--- src/hdl/victim_frame_selector_top_defines.svh ---
`ifndef VICTIM_FRAME_SELECTOR_TOP_DEFINES_SVH
`define VICTIM_FRAME_SELECTOR_TOP_DEFINES_SVH

// Same-cycle check: cons must hold whenever ante holds.
`define VFS_ASSERT_NOW(label, ante, cons, msg) \
	label: assert property (@(posedge clk) disable iff (!arst_n) (ante) |-> (cons)) \
		else $error(msg);

// Next-cycle check: cons must hold in the cycle after ante.
`define VFS_ASSERT_NEXT(label, ante, cons, msg) \
	label: assert property (@(posedge clk) disable iff (!arst_n) (ante) |=> (cons)) \
		else $error(msg);

`endif

--- src/hdl/vfs_pkg.sv ---
package vfs_pkg;

	localparam int FRAME_COUNT_DEF = 16;
	localparam int PAGE_BITS_DEF   = 16;
	localparam int STAMP_BITS_DEF  = 32;

	localparam int COIN_W  = 16;
	localparam int BASE_W  = 4;
	localparam int FRAME_W = 4;
	localparam int PAGE_W  = 16;
	localparam int STAMP_W = 32;

	localparam int IN_TDATA_W  = 80;
	localparam int OUT_TDATA_W = 32;
	localparam int OUT_USED_W  = FRAME_W + 1 + BASE_W + PAGE_W;

	localparam logic ACT_LOAD   = 1'b0;
	localparam logic ACT_SELECT = 1'b1;

	localparam logic POL_RANDOM = 1'b0;
	localparam logic POL_LRU    = 1'b1;

	typedef logic [1:0] status_t;
	localparam status_t STAT_LOAD   = 2'd0;
	localparam status_t STAT_CHOSEN = 2'd1;
	localparam status_t STAT_OOM    = 2'd2;

endpackage

--- src/hdl/victim_frame_selector_top.sv ---
// Channel   Dir  Handshake          Payload
// s_*       in   s_tvalid/s_tready  tuser: action; tdata: frame, mapped, protected, base,
//                                   page, stamp, coin bits
// m_*       out  m_tvalid/m_tready  tuser: status; tdata: victim, evicted, base, page
// cfg_*     in   cfg_we             cfg_data: policy (0 random, 1 LRU)
//
// A load goes from the idle state to the reply state; a select passes through the scan,
// drain, decide and reply states, the scan reading one frame per cycle through the
// table RAM's single read port into one shared stamp comparator.
// Input is taken only while the sequencer is idle; a finished result waits in the output
// register and the next item may be taken meanwhile. Reset selects LRU and clears the
// mapped and protected bits; a frame never loaded is free and its stamp decides nothing.
`include "victim_frame_selector_top_defines.svh"

module victim_frame_selector_top #(
	parameter int FRAME_COUNT = vfs_pkg::FRAME_COUNT_DEF,
	parameter int PAGE_BITS   = vfs_pkg::PAGE_BITS_DEF,
	parameter int STAMP_BITS  = vfs_pkg::STAMP_BITS_DEF
) (
	input  logic                               clk,
	input  logic                               arst_n,
	input  logic                               cfg_we,
	input  logic                               cfg_data,
	input  logic                               s_tvalid,
	output logic                               s_tready,
	// [3:0] frame, [4] mapped_in, [5] protected_in, [9:6] owner_base_in,
	// [25:10] owner_page_in, [57:26] stamp_in, [73:58] coin_bits, [79:74] zero
	input  logic [vfs_pkg::IN_TDATA_W-1:0]     s_tdata,
	// [0] action
	input  logic                               s_tuser,
	output logic                               m_tvalid,
	input  logic                               m_tready,
	// [3:0] victim, [4] evicted, [8:5] evict_base, [24:9] evict_page, [31:25] zero
	output logic [vfs_pkg::OUT_TDATA_W-1:0]    m_tdata,
	// [1:0] status
	output vfs_pkg::status_t                   m_tuser
);

	localparam int IDX_W     = $clog2(FRAME_COUNT);
	localparam int WORD_W    = STAMP_BITS + vfs_pkg::BASE_W + PAGE_BITS;
	localparam int COIN_IX_W = $clog2(vfs_pkg::COIN_W);
	localparam int K_W       = COIN_IX_W + 1;
	localparam int PAD_W     = vfs_pkg::OUT_TDATA_W - vfs_pkg::OUT_USED_W;

	typedef enum logic [2:0] {
		ST_IDLE,
		ST_SCAN,
		ST_DRAIN,
		ST_DECIDE,
		ST_REPLY
	} state_t;

	state_t state_q;

	// input fields
	logic [vfs_pkg::FRAME_W-1:0] in_frame;
	logic                        in_mapped;
	logic                        in_prot;
	logic [vfs_pkg::BASE_W-1:0]  in_base;
	logic [vfs_pkg::PAGE_W-1:0]  in_page;
	logic [vfs_pkg::STAMP_W-1:0] in_stamp;
	logic [vfs_pkg::COIN_W-1:0]  in_coin;

	assign in_frame  = s_tdata[3:0];
	assign in_mapped = s_tdata[4];
	assign in_prot   = s_tdata[5];
	assign in_base   = s_tdata[9:6];
	assign in_page   = s_tdata[25:10];
	assign in_stamp  = s_tdata[57:26];
	assign in_coin   = s_tdata[73:58];

	logic s_fire;
	logic ld_fire;
	logic reply_fire;
	logic [IDX_W-1:0] ld_idx;

	assign s_tready   = (state_q == ST_IDLE);
	assign s_fire     = s_tvalid && s_tready;
	assign ld_fire    = s_fire && (s_tuser == vfs_pkg::ACT_LOAD)
		&& (32'(in_frame) < FRAME_COUNT);
	assign ld_idx     = IDX_W'(in_frame);
	assign reply_fire = (state_q == ST_REPLY) && (!m_tvalid || m_tready);

	// flags
	logic [FRAME_COUNT-1:0] mapped_q;
	logic [FRAME_COUNT-1:0] prot_q;

	// scan and accumulators
	logic                       policy_q;
	logic [IDX_W-1:0]           addr_q;
	logic [vfs_pkg::COIN_W-1:0] coin_q;
	logic                       v_s1;
	logic [IDX_W-1:0]           idx_s1;
	logic                       prot_s1;
	logic                       map_s1;
	logic                       free_found_q;
	logic [IDX_W-1:0]           free_idx_q;
	logic                       any_q;
	logic [IDX_W-1:0]           last_idx_q;
	logic [STAMP_BITS-1:0]      last_stamp_q;
	logic                       rnd_found_q;
	logic [IDX_W-1:0]           rnd_idx_q;
	logic [K_W-1:0]             k_q;
	logic                       min_found_q;
	logic [STAMP_BITS-1:0]      min_q;
	logic [IDX_W-1:0]           min_idx_q;
	logic [IDX_W-1:0]           pick_q;
	vfs_pkg::status_t           res_status_q;
	logic                       res_evict_q;

	// table RAM: {page, base, stamp}
	logic              ram_re;
	logic [IDX_W-1:0]  ram_raddr;
	logic [WORD_W-1:0] ram_wdata;
	logic [WORD_W-1:0] ram_rdata;

	logic [IDX_W-1:0] pick_c;
	logic             oom_c;

	assign ram_wdata = {PAGE_BITS'(in_page), in_base, STAMP_BITS'(in_stamp)};
	assign ram_re    = (state_q == ST_SCAN) || (state_q == ST_DECIDE);
	assign ram_raddr = (state_q == ST_SCAN) ? addr_q : pick_c;

	vfs_ram #(
		.WIDTH(WORD_W),
		.DEPTH(FRAME_COUNT)
	) u_table (
		.clk  (clk),
		.we   (ld_fire),
		.waddr(ld_idx),
		.wdata(ram_wdata),
		.re   (ram_re),
		.raddr(ram_raddr),
		.rdata(ram_rdata)
	);

	logic [STAMP_BITS-1:0]      stamp_s1;
	logic [vfs_pkg::BASE_W-1:0] rd_base;
	logic [PAGE_BITS-1:0]       rd_page;
	logic                       unprot_s1;
	logic                       coin_hit;
	logic                       lru_take;

	assign stamp_s1  = ram_rdata[STAMP_BITS-1:0];
	assign rd_base   = ram_rdata[STAMP_BITS +: vfs_pkg::BASE_W];
	assign rd_page   = ram_rdata[STAMP_BITS + vfs_pkg::BASE_W +: PAGE_BITS];
	assign unprot_s1 = v_s1 && !prot_s1;
	assign coin_hit  = (k_q < K_W'(vfs_pkg::COIN_W)) && coin_q[k_q[COIN_IX_W-1:0]];
	// shared comparator: one stamp against the running minimum each cycle
	assign lru_take  = !min_found_q || (stamp_s1 < min_q);

	always_comb begin
		pick_c = last_idx_q;
		oom_c  = 1'b0;
		if (free_found_q) begin
			pick_c = free_idx_q;
		end else if (!any_q) begin
			pick_c = '0;
			oom_c  = 1'b1;
		end else if (policy_q == vfs_pkg::POL_RANDOM) begin
			pick_c = rnd_found_q ? rnd_idx_q : last_idx_q;
		end else begin
			// tie: last unprotected frame wins if it holds the minimum
			pick_c = (last_stamp_q == min_q) ? last_idx_q : min_idx_q;
		end
	end

	logic [vfs_pkg::FRAME_W-1:0] out_victim;
	logic [vfs_pkg::BASE_W-1:0]  out_base;
	logic [vfs_pkg::PAGE_W-1:0]  out_page;

	assign out_victim = (res_status_q == vfs_pkg::STAT_CHOSEN)
		? vfs_pkg::FRAME_W'(pick_q) : '0;
	assign out_base   = res_evict_q ? rd_base : '0;
	assign out_page   = res_evict_q ? vfs_pkg::PAGE_W'(rd_page) : '0;

	always_ff @(posedge clk or negedge arst_n) begin
		if (!arst_n) begin
			mapped_q <= '0;
			prot_q   <= '0;
		end else begin
			if (ld_fire) begin
				mapped_q[ld_idx] <= in_mapped;
				prot_q[ld_idx]   <= in_prot;
			end
			// unmap the evicted frame as its result goes out
			if (reply_fire && res_evict_q) begin
				mapped_q[pick_q] <= 1'b0;
			end
		end
	end

	always_ff @(posedge clk or negedge arst_n) begin
		if (!arst_n) begin
			state_q      <= ST_IDLE;
			policy_q     <= vfs_pkg::POL_LRU;
			addr_q       <= '0;
			coin_q       <= '0;
			v_s1         <= 1'b0;
			idx_s1       <= '0;
			prot_s1      <= 1'b0;
			map_s1       <= 1'b0;
			free_found_q <= 1'b0;
			free_idx_q   <= '0;
			any_q        <= 1'b0;
			last_idx_q   <= '0;
			last_stamp_q <= '0;
			rnd_found_q  <= 1'b0;
			rnd_idx_q    <= '0;
			k_q          <= '0;
			min_found_q  <= 1'b0;
			min_q        <= '0;
			min_idx_q    <= '0;
			pick_q       <= '0;
			res_status_q <= vfs_pkg::STAT_LOAD;
			res_evict_q  <= 1'b0;
			m_tvalid     <= 1'b0;
			m_tdata      <= '0;
			m_tuser      <= vfs_pkg::STAT_LOAD;
		end else begin
			if (cfg_we) begin
				policy_q <= cfg_data;
			end
			if (m_tvalid && m_tready && !reply_fire) begin
				m_tvalid <= 1'b0;
			end

			v_s1    <= (state_q == ST_SCAN);
			idx_s1  <= addr_q;
			prot_s1 <= prot_q[addr_q];
			map_s1  <= mapped_q[addr_q];

			if (unprot_s1) begin
				any_q        <= 1'b1;
				last_idx_q   <= idx_s1;
				last_stamp_q <= stamp_s1;
				if (!map_s1 && !free_found_q) begin
					free_found_q <= 1'b1;
					free_idx_q   <= idx_s1;
				end
				if (!rnd_found_q && coin_hit) begin
					rnd_found_q <= 1'b1;
					rnd_idx_q   <= idx_s1;
				end
				if (k_q < K_W'(vfs_pkg::COIN_W)) begin
					k_q <= k_q + K_W'(1);
				end
				if (lru_take) begin
					min_found_q <= 1'b1;
					min_q       <= stamp_s1;
					min_idx_q   <= idx_s1;
				end
			end

			case (state_q)
				ST_IDLE: begin
					if (s_fire) begin
						coin_q       <= in_coin;
						addr_q       <= '0;
						free_found_q <= 1'b0;
						any_q        <= 1'b0;
						rnd_found_q  <= 1'b0;
						k_q          <= '0;
						min_found_q  <= 1'b0;
						if (s_tuser == vfs_pkg::ACT_LOAD) begin
							res_status_q <= vfs_pkg::STAT_LOAD;
							res_evict_q  <= 1'b0;
							state_q      <= ST_REPLY;
						end else begin
							state_q <= ST_SCAN;
						end
					end
				end
				ST_SCAN: begin
					addr_q <= addr_q + IDX_W'(1);
					if (addr_q == IDX_W'(FRAME_COUNT - 1)) begin
						state_q <= ST_DRAIN;
					end
				end
				ST_DRAIN: begin
					state_q <= ST_DECIDE;
				end
				ST_DECIDE: begin
					pick_q       <= pick_c;
					res_status_q <= oom_c ? vfs_pkg::STAT_OOM : vfs_pkg::STAT_CHOSEN;
					// no free frame left means every unprotected frame is mapped
					res_evict_q  <= !free_found_q && !oom_c;
					state_q      <= ST_REPLY;
				end
				ST_REPLY: begin
					if (reply_fire) begin
						m_tvalid <= 1'b1;
						m_tuser  <= res_status_q;
						m_tdata  <= {{PAD_W{1'b0}}, out_page, out_base, res_evict_q, out_victim};
						state_q  <= ST_IDLE;
					end
				end
				default: begin
					state_q <= ST_IDLE;
				end
			endcase
		end
	end

	`VFS_ASSERT_NOW(a_oom_clean, m_tvalid && (m_tuser == vfs_pkg::STAT_OOM),
		m_tdata[vfs_pkg::OUT_USED_W-1:0] == '0, "out-of-memory result carries data")
	`VFS_ASSERT_NOW(a_free_has_any, (state_q == ST_DECIDE) && free_found_q, any_q,
		"free frame found without any unprotected frame")
	`VFS_ASSERT_NEXT(a_unmap, reply_fire && res_evict_q, !mapped_q[$past(pick_q)],
		"evicted frame still mapped")
	`VFS_ASSERT_NOW(a_evict_chosen, (state_q == ST_REPLY) && res_evict_q,
		res_status_q == vfs_pkg::STAT_CHOSEN, "eviction without a chosen victim")

endmodule

--- src/hdl/vfs_ram.sv ---
module vfs_ram #(
	parameter int WIDTH = 8,
	parameter int DEPTH = 16
) (
	input  logic                     clk,
	input  logic                     we,
	input  logic [$clog2(DEPTH)-1:0] waddr,
	input  logic [WIDTH-1:0]         wdata,
	input  logic                     re,
	input  logic [$clog2(DEPTH)-1:0] raddr,
	output logic [WIDTH-1:0]         rdata
);

	logic [WIDTH-1:0] mem_q [DEPTH];

	always_ff @(posedge clk) begin
		if (we) begin
			mem_q[waddr] <= wdata;
		end
		if (re) begin
			rdata <= mem_q[raddr];
		end
	end

endmodule
--- config.mk ---
export PLATFORM = sky130hd
export DESIGN_NAME = victim_frame_selector_top
export DESIGN_NICKNAME = d
export VERILOG_FILES = /design/src/hdl/vfs_pkg.sv /design/src/hdl/victim_frame_selector_top.sv /design/src/hdl/vfs_ram.sv
export VERILOG_INCLUDE_DIRS = /design/src /design/src/hdl
export SDC_FILE = /design/constraint.sdc
export NUM_CORES = 1
export LEC_CHECK = 0
export BUFFER_PORTS_ARGS = -buffer_cell sky130_fd_sc_hd__buf_2
export CAP_MARGIN = 20
export CORE_ASPECT_RATIO = 1.4
export CORE_MARGIN = 10
export CORE_UTILIZATION = 35
export DETAILED_ROUTE_END_ITERATION = 6
export HOLD_SLACK_MARGIN = 0.08
export PLACE_DENSITY = 0.49
export SYNTH_ARGS = -nofsm -noshare
export SYNTH_HDL_FRONTEND = slang
export SYNTH_HIERARCHICAL = 1
export SYNTH_SLANG_ARGS = --single-unit
--- constraint.sdc ---
create_clock -name clk -period 8.5 [get_ports clk]
set_clock_uncertainty 0.15 [all_clocks]
set_input_delay 1.7 -clock clk [delete_from_list [all_inputs] [get_ports clk]]
set_output_delay 1.7 -clock clk [all_outputs]
set_load 0.03 [all_outputs]
==> impl_table.tex, run 1 <==
\begin{tabular}{lr}
\hline
Metric & Value \\
\hline
\multicolumn{2}{l}{\textbf{Outcome}} \\
\quad Run status & finished, final reports clean \\
\multicolumn{2}{l}{\textbf{Synthesis}} \\
\quad Number of flip-flops and latches in the synthesized netlist & around 1100 \\
\quad Share of synthesized cell area in and, or, nand and nor gates & 0.0408 \\
\quad Most used flip-flop cell after synthesis & edfxtp\_1 \\
\quad Synth Warn \# & 6 \\
\quad Number of standard cells after synthesis & 2222 \\
\quad Synthesized-area fraction occupied by ao, oa, aoi and oai cells & 0.0354 \\
\quad EDFF count, synth & 884 \\
\quad Portion of synthesized cell area occupied by the leading cell type & 0.632 \\
\quad Synth async-reset ratio & 0.175 \\
\quad Synth cell types & 54 \\
\quad Post-synthesis cell type with the largest combined area & edfxtp\_1 \\
\quad Average footprint of a synthesized cell & 18.9 sq um \\
\quad Xor/xnor share of the synthesized area & 0.00750 \\
\quad Largest family of logic cells by synthesized area & multiplexers \\
\quad Post-synthesis adder-cell area fraction & 0.00982 \\
\quad Combined area of all synthesized cells & 42000 sq um \\
\quad Sequential cell area fraction in the yosys report & 0.743 \\
\quad Fraction of synthesized area in multiplexers & 0.145 \\
\quad Dominant cells by area after synthesis & edfxtp\_1, mux4\_2, dfrtp\_1, nand2\_1, a22oi\_1 \\
\multicolumn{2}{l}{\textbf{Timing}} \\
\quad Final setup slack of the worst path & about 3.2 ns \\
\quad RSZ-0062 raised after global routing & no \\
\quad Achievable frequency & 0.188 GHz \\
\quad Final Max Tran Viols & 0 \\
\quad Post-layout minimum cycle time & 5.33 ns \\
\quad Worst rel slew slack & 0.243 \\
\quad Worst-margin pin slew & 1.14 ns \\
\quad Part of the cycle the worst path needs & 0.627 \\
\quad Count of final setup violators & 0 \\
\quad Setup TNS & 0 ns \\
\quad Number of hold violations in the final report & 0 \\
\multicolumn{2}{l}{\textbf{Critical path}} \\
\quad Required time of the worst setup path & 8.80 ns \\
\quad Cell with the largest stage delay on the worst path & o22a\_4 \\
\quad Highest net fanout along the worst path & 37 \\
\quad Critical path capture point type & flop \\
\quad Kind of start point of the critical path & flop \\
\quad Cells along the critical path & xor2\_1 > nor4\_1 > nand4\_1 > nor2\_1 > nor3b\_1 > a311oi\_1 > o22a\_4 > buf\_4 > mux4\_2 > a22oi\_1 > nand2\_1 \\
\quad Critical path class & reg2reg \\
\quad WP data arrival & 5.63 ns \\
\quad Maximum single-stage delay on the critical path & 0.76 ns \\
\multicolumn{2}{l}{\textbf{Floorplanning}} \\
\quad Top-level I/O count & $\sim$120 \\
\quad Core footprint & about 120000 sq um \\
\quad Site Rows & 150 \\
\quad Total die area & 135000 sq um \\
\quad Initial Util & 0.352 \\
\quad Width of the chip & 313 um \\
\quad Die Ht & 430 um \\
\multicolumn{2}{l}{\textbf{Route}} \\
\quad Via count of the routed design & 21000 \\
\quad Wire length after detailed routing & 105000 um \\
\quad Avg WL per Cell & between 20 and 30 um \\
\quad Number of routed nets with antenna violations & 0 \\
\quad Drc violations & 0 \\
\quad TritonRoute pass-1 iters & 5 \\
\quad Number of DRC markers in iteration 0 & about 1600 \\
\quad Detailed-route vias per instance & between 5 and 6 \\
\multicolumn{2}{l}{\textbf{Clock tree}} \\
\quad Number of buffers inserted for hold repair after clock tree synthesis & 0 \\
\quad CTS HTree Levels & 3 \\
\quad Setup Fix Bufs, Post-CTS & 0 \\
\quad Clock latency at the later pin of the worst-skew pair & 0.72 ns \\
\quad Total CTS buffers & 104 \\
\quad Clock tree from TritonCTS & yes \\
\quad Bufs on Longest Clock Path & 3 \\
\quad Count of cells resized by post-cts repair & 0 \\
\quad Clock net sink count & 1071 \\
\quad Clock transition at the registers of the reported paths & about 0.06 ns \\
\quad Clock root cell & clkbuf\_16 \\
\multicolumn{2}{l}{\textbf{Cells and area}} \\
\quad Final core area utilization & 0.402 \\
\quad Layout net count & 2495 \\
\quad Layout cell share with drive strength beyond 1 & 0.258 \\
\quad Synthesis-to-layout area growth & 14.0\% \\
\quad Area of all placed cells without fillers & approximately 48000 sq um \\
\multicolumn{2}{l}{\textbf{Worst hold path}} \\
\quad Class of the tightest hold or removal check & reg2reg \\
\multicolumn{2}{l}{\textbf{Pwr}} \\
\quad Net switching power of the design & 5.38 mW \\
\quad Sw frac & 0.319 \\
\quad Proportion of power drawn by flip-flops and latches & 0.401 \\
\quad Total power per unit cell area & 352 nW/um\^{}2 \\
\quad Clock power frac & 0.271 \\
\quad VDD IR max & roughly 0.00034 V \\
\quad Share of power burned in combinational logic & 0.328 \\
\quad Static Leakage & $\sim$17 nW \\
\quad Power Internal & 11.5 mW \\
\multicolumn{2}{l}{\textbf{GRT}} \\
\quad Via count of the first global-routing pass & around 23000 \\
\quad Global-route usage over all layers & 0.155 \\
\quad Largest net degree at the start of global routing & 118 \\
\quad Global-route wire length before repair & 155000 um \\
\quad Congestion Overflow GR & 0 \\
\quad Antenna violations before repair & 16 \\
\multicolumn{2}{l}{\textbf{Placement}} \\
\quad Number of buffers added on ports & 109 \\
\quad Total cell area at the placement stage & 44500 sq um \\
\quad Final HPWL from detailed placement & 57600 um \\
\quad Setup slack at placement & 2.94 ns \\
\quad RD Place Congestion & between 0.7 and 0.8 \\
\multicolumn{2}{l}{\textbf{Job}} \\
\quad Max\_cap viols & 0 \\
\hline
\end{tabular}
cell families (layout without fill, tap and decap cells):
logic type      after synthesis  in the layout
simple gates                391            391
xor+xnor                     36             36
buf+inv                     153            386
compound gates              220            220
other cells                   1             10
flops                      1071           1071
fa+ha+maj                    33             33
mux                         317            317
per-layer routing:
layer  vias up  global-route usage  part of all wire
li1       9068                   -                 -
met1     11300               0.192              0.41
met2       466               0.275              0.53
met3       144              0.0255             0.043
met4        16              0.0467             0.022
met5         -                   0            0.0010
critical path: cells and delay by family (launching register included):
kind	cells	cell delay, ns
xor gates and xnor gates	1	0.22
DFF	1	0.41
and+or+nand+nor	5	1.46
buffers and inverters	1	0.76
muxes	1	0.59
AOI/OAI and AO/OA	3	1.43
power groups by stage:
stage	Clock [mW]	Sequential, mW	Combinational [mW]
final	4.57	6.76	5.54
after global routing	4.91	6.82	6.09
after CTS	4.70	6.77	5.71
after detailed placement	0	6.87	5.70
after global placement	0	6.85	5.65
after floorplan	0	6.69	4.30
cell usage after synthesis (11+ instances only):
cell      instances
buf_6            18
mux2_4           30
xor2_1           35
mux4_2          217
nor2b_1          18
nand3_1          11
nand2_1         264
edfxtp_1        884
buf_2            25
a22oi_1         106
clkbuf_1         60
a21oi_1          33
dfrtp_1         186
nor2_1           44
ha_1             33
mux2_2           43
inv_1            36
mux2i_1          22
o21ai_0          48
per-stage QoR:
stage                     cells  power [mW]  hold WS, ns
final                      4060        16.9        0.327
after global routing       4060        17.8        0.361
after CTS                  4056        17.2        0.335
after detailed placement   3864        12.6        0.318
after global placement     3864        12.5        0.317
after floorplan            2228        11.0        0.202
placed cells by master, fill, tap and decap left out, types with 10 or more instances in the layout:
| cell | count |
|---|---|
| dfrtp_1 | 186 |
| a21oi_1 | 33 |
| inv_1 | 36 |
| clkinv_2 | 19 |
| mux4_2 | 217 |
| clkbuf_1 | 20 |
| buf_2 | 108 |
| nor2b_1 | 14 |
| edfxtp_1 | 884 |
| nor2_1 | 31 |
| mux2_2 | 43 |
| xor2_1 | 35 |
| clkinv_1 | 24 |
| clkbuf_16 | 104 |
| nand2_1 | 264 |
| mux2i_1 | 22 |
| ha_1 | 33 |
| buf_4 | 46 |
| nand3_1 | 10 |
| a22oi_1 | 106 |
| mux2_4 | 30 |
| o21ai_0 | 48 |
| nor2_4 | 13 |
path summary, 6_finish.rpt:
path	cells after the start	endpoint	slack, ns	start
max in group asynchronous	3	m_tdata[2]	5.76	arst_n
min reg2reg	2	m_tdata[5]	0.33	m_tdata[5]
min	2	m_tdata[5]	0.33	m_tdata[5]
max reg2reg	11	u_table/rdata[28]	3.17	min_q[30]
max	11	u_table/rdata[28]	3.17	min_q[30]
min in group asynchronous	1	min_q[0]	0.71	arst_n
cell type report:
cell class	instances	area, sq um
clock inverters	65	646
diodes	3	7.51
repair buffers	158	967
inverters	36	135
multi-input cells	1004	10200
well taps	1596	2000
fillers	10800	71400
clock buffers	127	2720
flip-flops and latches	1071	31200
flip-flops by register name, indices dropped and copies added, names as in the netlist, 5 cells and up:
| register | count |
|---|---|
| coin_q | 16 |
| k_q | 5 |
| last_stamp_q | 32 |
| m_tdata | 25 |
| mapped_q | 16 |
| min_q | 32 |
| prot_q | 16 |
| u_table/mem_q | 832 |
| u_table/rdata | 52 |
Note: power is estimated with default switching activity, not from simulation.
==> run 2: changes to the inputs <==
- PLACE_DENSITY: 0.49 -> 0.51
- clock period: 8.5 -> 4.6 ns (I/O delays scaled with it)
==> impl_table.tex, run 2 (same netlist as run 1, synthesis figures left out) <==
\begin{tabular}{lr}
\hline
Metric & Value \\
\hline
\multicolumn{2}{l}{\textbf{Cells and area}} \\
\quad Layout net count & between 2000 and 3000 \\
\quad Final core area utilization & 0.411 \\
\quad Synthesis-to-layout area growth & 16.7\% \\
\quad Largest register FFs & 832 \\
\quad Most flops, register & u\_table/mem\_q \\
\quad Top Registers & u\_table/mem\_q (832), u\_table/rdata (52) \\
\quad Most frequent cells in the layout & edfxtp\_1, nand2\_1, mux4\_2 \\
\quad Layout cell share with drive strength beyond 1 & 0.281 \\
\quad Most common cell after layout, fill and taps aside & edfxtp\_1 \\
\multicolumn{2}{l}{\textbf{Clock tree}} \\
\quad CTS HTree Levels & 3 \\
\quad Total CTS buffers & 104 \\
\quad Bufs on Longest Clock Path & 3 \\
\quad Count of cells resized by post-cts repair & 0 \\
\quad Clock root cell & clkbuf\_16 \\
\quad Clock transition at the registers of the reported paths & 0.06 ns \\
\quad Clock net sink count & 1071 \\
\quad Clock latency at the later pin of the worst-skew pair & 0.72 ns \\
\quad Clock tree from TritonCTS & yes \\
\multicolumn{2}{l}{\textbf{Route}} \\
\quad Wire length after detailed routing & 103000 um \\
\quad Avg WL per Cell & between 20 and 30 um \\
\quad Number of DRC markers in iteration 0 & 1592 \\
\quad TritonRoute pass-1 iters & 5 \\
\quad Via count of the routed design & 21300 \\
\quad Drc violations & 0 \\
\quad Number of routed nets with antenna violations & 0 \\
\quad Detailed-route vias per instance & 5.17 \\
\multicolumn{2}{l}{\textbf{Floorplanning}} \\
\quad Total die area & 135000 sq um \\
\quad Die Ht & 430 um \\
\quad Top-level I/O count & $\sim$120 \\
\quad Core footprint & 119000 sq um \\
\quad Width of the chip & roughly 310 um \\
\quad Site Rows & 150 \\
\quad Initial Util & 0.352 \\
\multicolumn{2}{l}{\textbf{Pwr}} \\
\quad Static Leakage & 17.0 nW \\
\quad Total power per unit cell area & 656 nW/um\^{}2 \\
\quad VDD IR max & between 0.0005 and 0.0006 V \\
\multicolumn{2}{l}{\textbf{Critical path}} \\
\quad Number of buffer and inverter instances along the worst setup path & 2 \\
\quad Highest net fanout along the worst path & 24 \\
\quad Instance count on the critical path & 12 \\
\quad Maximum single-stage delay on the critical path & about 0.85 ns \\
\quad Depth of the worst register-to-register path & 12 \\
\quad Kind of cell with the highest combined delay on the critical path & simple AND/OR/NAND/NOR gates \\
\quad Worst setup path startpoint & min\_q[30] \\
\quad Critical path capture point type & flop \\
\quad Reg-to-reg startpoint & min\_q[30] \\
\quad CP dominant cell by count & buf\_4 \\
\quad Critical path class & reg2reg \\
\quad Cells along the critical path & xor2\_1 > nor4\_1 > nand4\_1 > nor2\_1 > buf\_4 > or3b\_2 > a32oi\_1 > o21ai\_0 > nor2b\_4 > buf\_4 > a22oi\_1 > nand2\_1 \\
\quad Cell with the largest stage delay on the worst path & nor2b\_4 \\
\quad WP data arrival & roughly 4.8 ns \\
\quad Kind of start point of the critical path & flop \\
\quad Required time of the worst setup path & 5.03 ns \\
\multicolumn{2}{l}{\textbf{Placement}} \\
\quad Final HPWL from detailed placement & 60500 um \\
\quad Number of buffers added on ports & 109 \\
\quad RD Place Congestion & 0.763 \\
\multicolumn{2}{l}{\textbf{Outcome}} \\
\quad Run status & finished, final reports clean \\
\multicolumn{2}{l}{\textbf{GRT}} \\
\quad Antenna violations before repair & 21 \\
\quad Via count of the first global-routing pass & 22800 \\
\quad Congestion Overflow GR & 0 \\
\quad Global-route usage over all layers & 0.153 \\
\quad Global-route wire length before repair & between 150000 and 200000 um \\
\quad Largest net degree at the start of global routing & 122 \\
\multicolumn{2}{l}{\textbf{Worst hold path}} \\
\quad Class of the tightest hold or removal check & in2reg \\
\quad Worst hold path cell count & 2 \\
\quad Origin of the worst min-delay path & s\_tdata[64] \\
\multicolumn{2}{l}{\textbf{Timing}} \\
\quad Post-layout minimum cycle time & 4.39 ns \\
\quad Part of the cycle the worst path needs & 0.954 \\
\quad Worst rel slew slack & 0.310 \\
\quad Achievable frequency & 0.228 GHz \\
\quad Worst-margin pin slew & 1.03 ns \\
\quad Setup TNS & 0 ns \\
\quad Count of final setup violators & 0 \\
\quad RSZ-0062 raised after global routing & no \\
\quad Number of hold violations in the final report & 0 \\
\quad Final Max Tran Viols & 0 \\
\multicolumn{2}{l}{\textbf{Job}} \\
\quad Max\_cap viols & 0 \\
\hline
\end{tabular}
-- run 2: cell types whose count changed in the layout (fill, tap and decap cells not counted), sizes merged, moves of 2 or more --
cell,change
clkinvlp,+6
diode,+5
buf,+52
clkinv,-9
clkbuf,+8
inv,+2
-- run 2: routing by layer --
| layer | wire length (um) | vias to the layer above | global-route usage | part of all wire |
|---|---|---|---|---|
| li1 | - | 9211 | - | - |
| met1 | 42200 | 11400 | 0.192 | 0.41 |
| met2 | 53400 | 522 | 0.264 | 0.52 |
| met3 | 5130 | 153 | 0.0262 | 0.050 |
| met4 | 2570 | 18 | 0.0537 | 0.025 |
| met5 | 122 | - | 0 | 0.0012 |
-- run 2: area by class of cell --
class                           instances  area [sq um]
Antenna cell                            8          20.0
Clock buffer                          135          2840
Clock inverter                         63           638
Fill cell                           10700         70300
Inverter                               36           135
Multi-Input combinational cell       1004         10300
Sequential cell                      1071         31200
Tap cell                             1596          2000
Timing Repair Buffer                  211          1940
-- run 2: final timing paths --
check	endpoint	slack [ns]
worst max-delay path	u_table/rdata[33]	0.21
worst min-delay path	coin_q[6]	0.29
worst max register to register	u_table/rdata[33]	0.21
worst min register to register	m_tuser[0]	0.33
max in group asynchronous	m_tdata[5]	2.77
min in group asynchronous	last_stamp_q[15]	0.53
-- run 2: per-stage QoR --
step	instances	cell area (sq um)	total power, mW	hold WS (ns)	setup slack, ns
floorplan	2228	42100	20.3	0.202	-0.331
global placement	3913	45500	23.7	0.312	0.0868
detailed placement	3913	45500	23.9	0.317	0.0968
CTS	4112	48900	32.6	0.234	0.0565
global route	4123	49000	33.9	0.271	0.0348
finish	4124	49000	32.2	0.290	0.211
-- run 2: timing repair --
item / CTS / global route
buffers inserted: 0 / 3
hold endpoints to repair: 25 / 0
endpoints found under the setup margin: 0 / 16
hold buffers: 1 / 0
-- run 2: power breakdown --
| part | switching (mW) | internal (mW) |
|---|---|---|
| logic | 5.63 | 5.39 |
| clock network | 3.76 | 4.85 |
| registers | 0.797 | 11.7 |
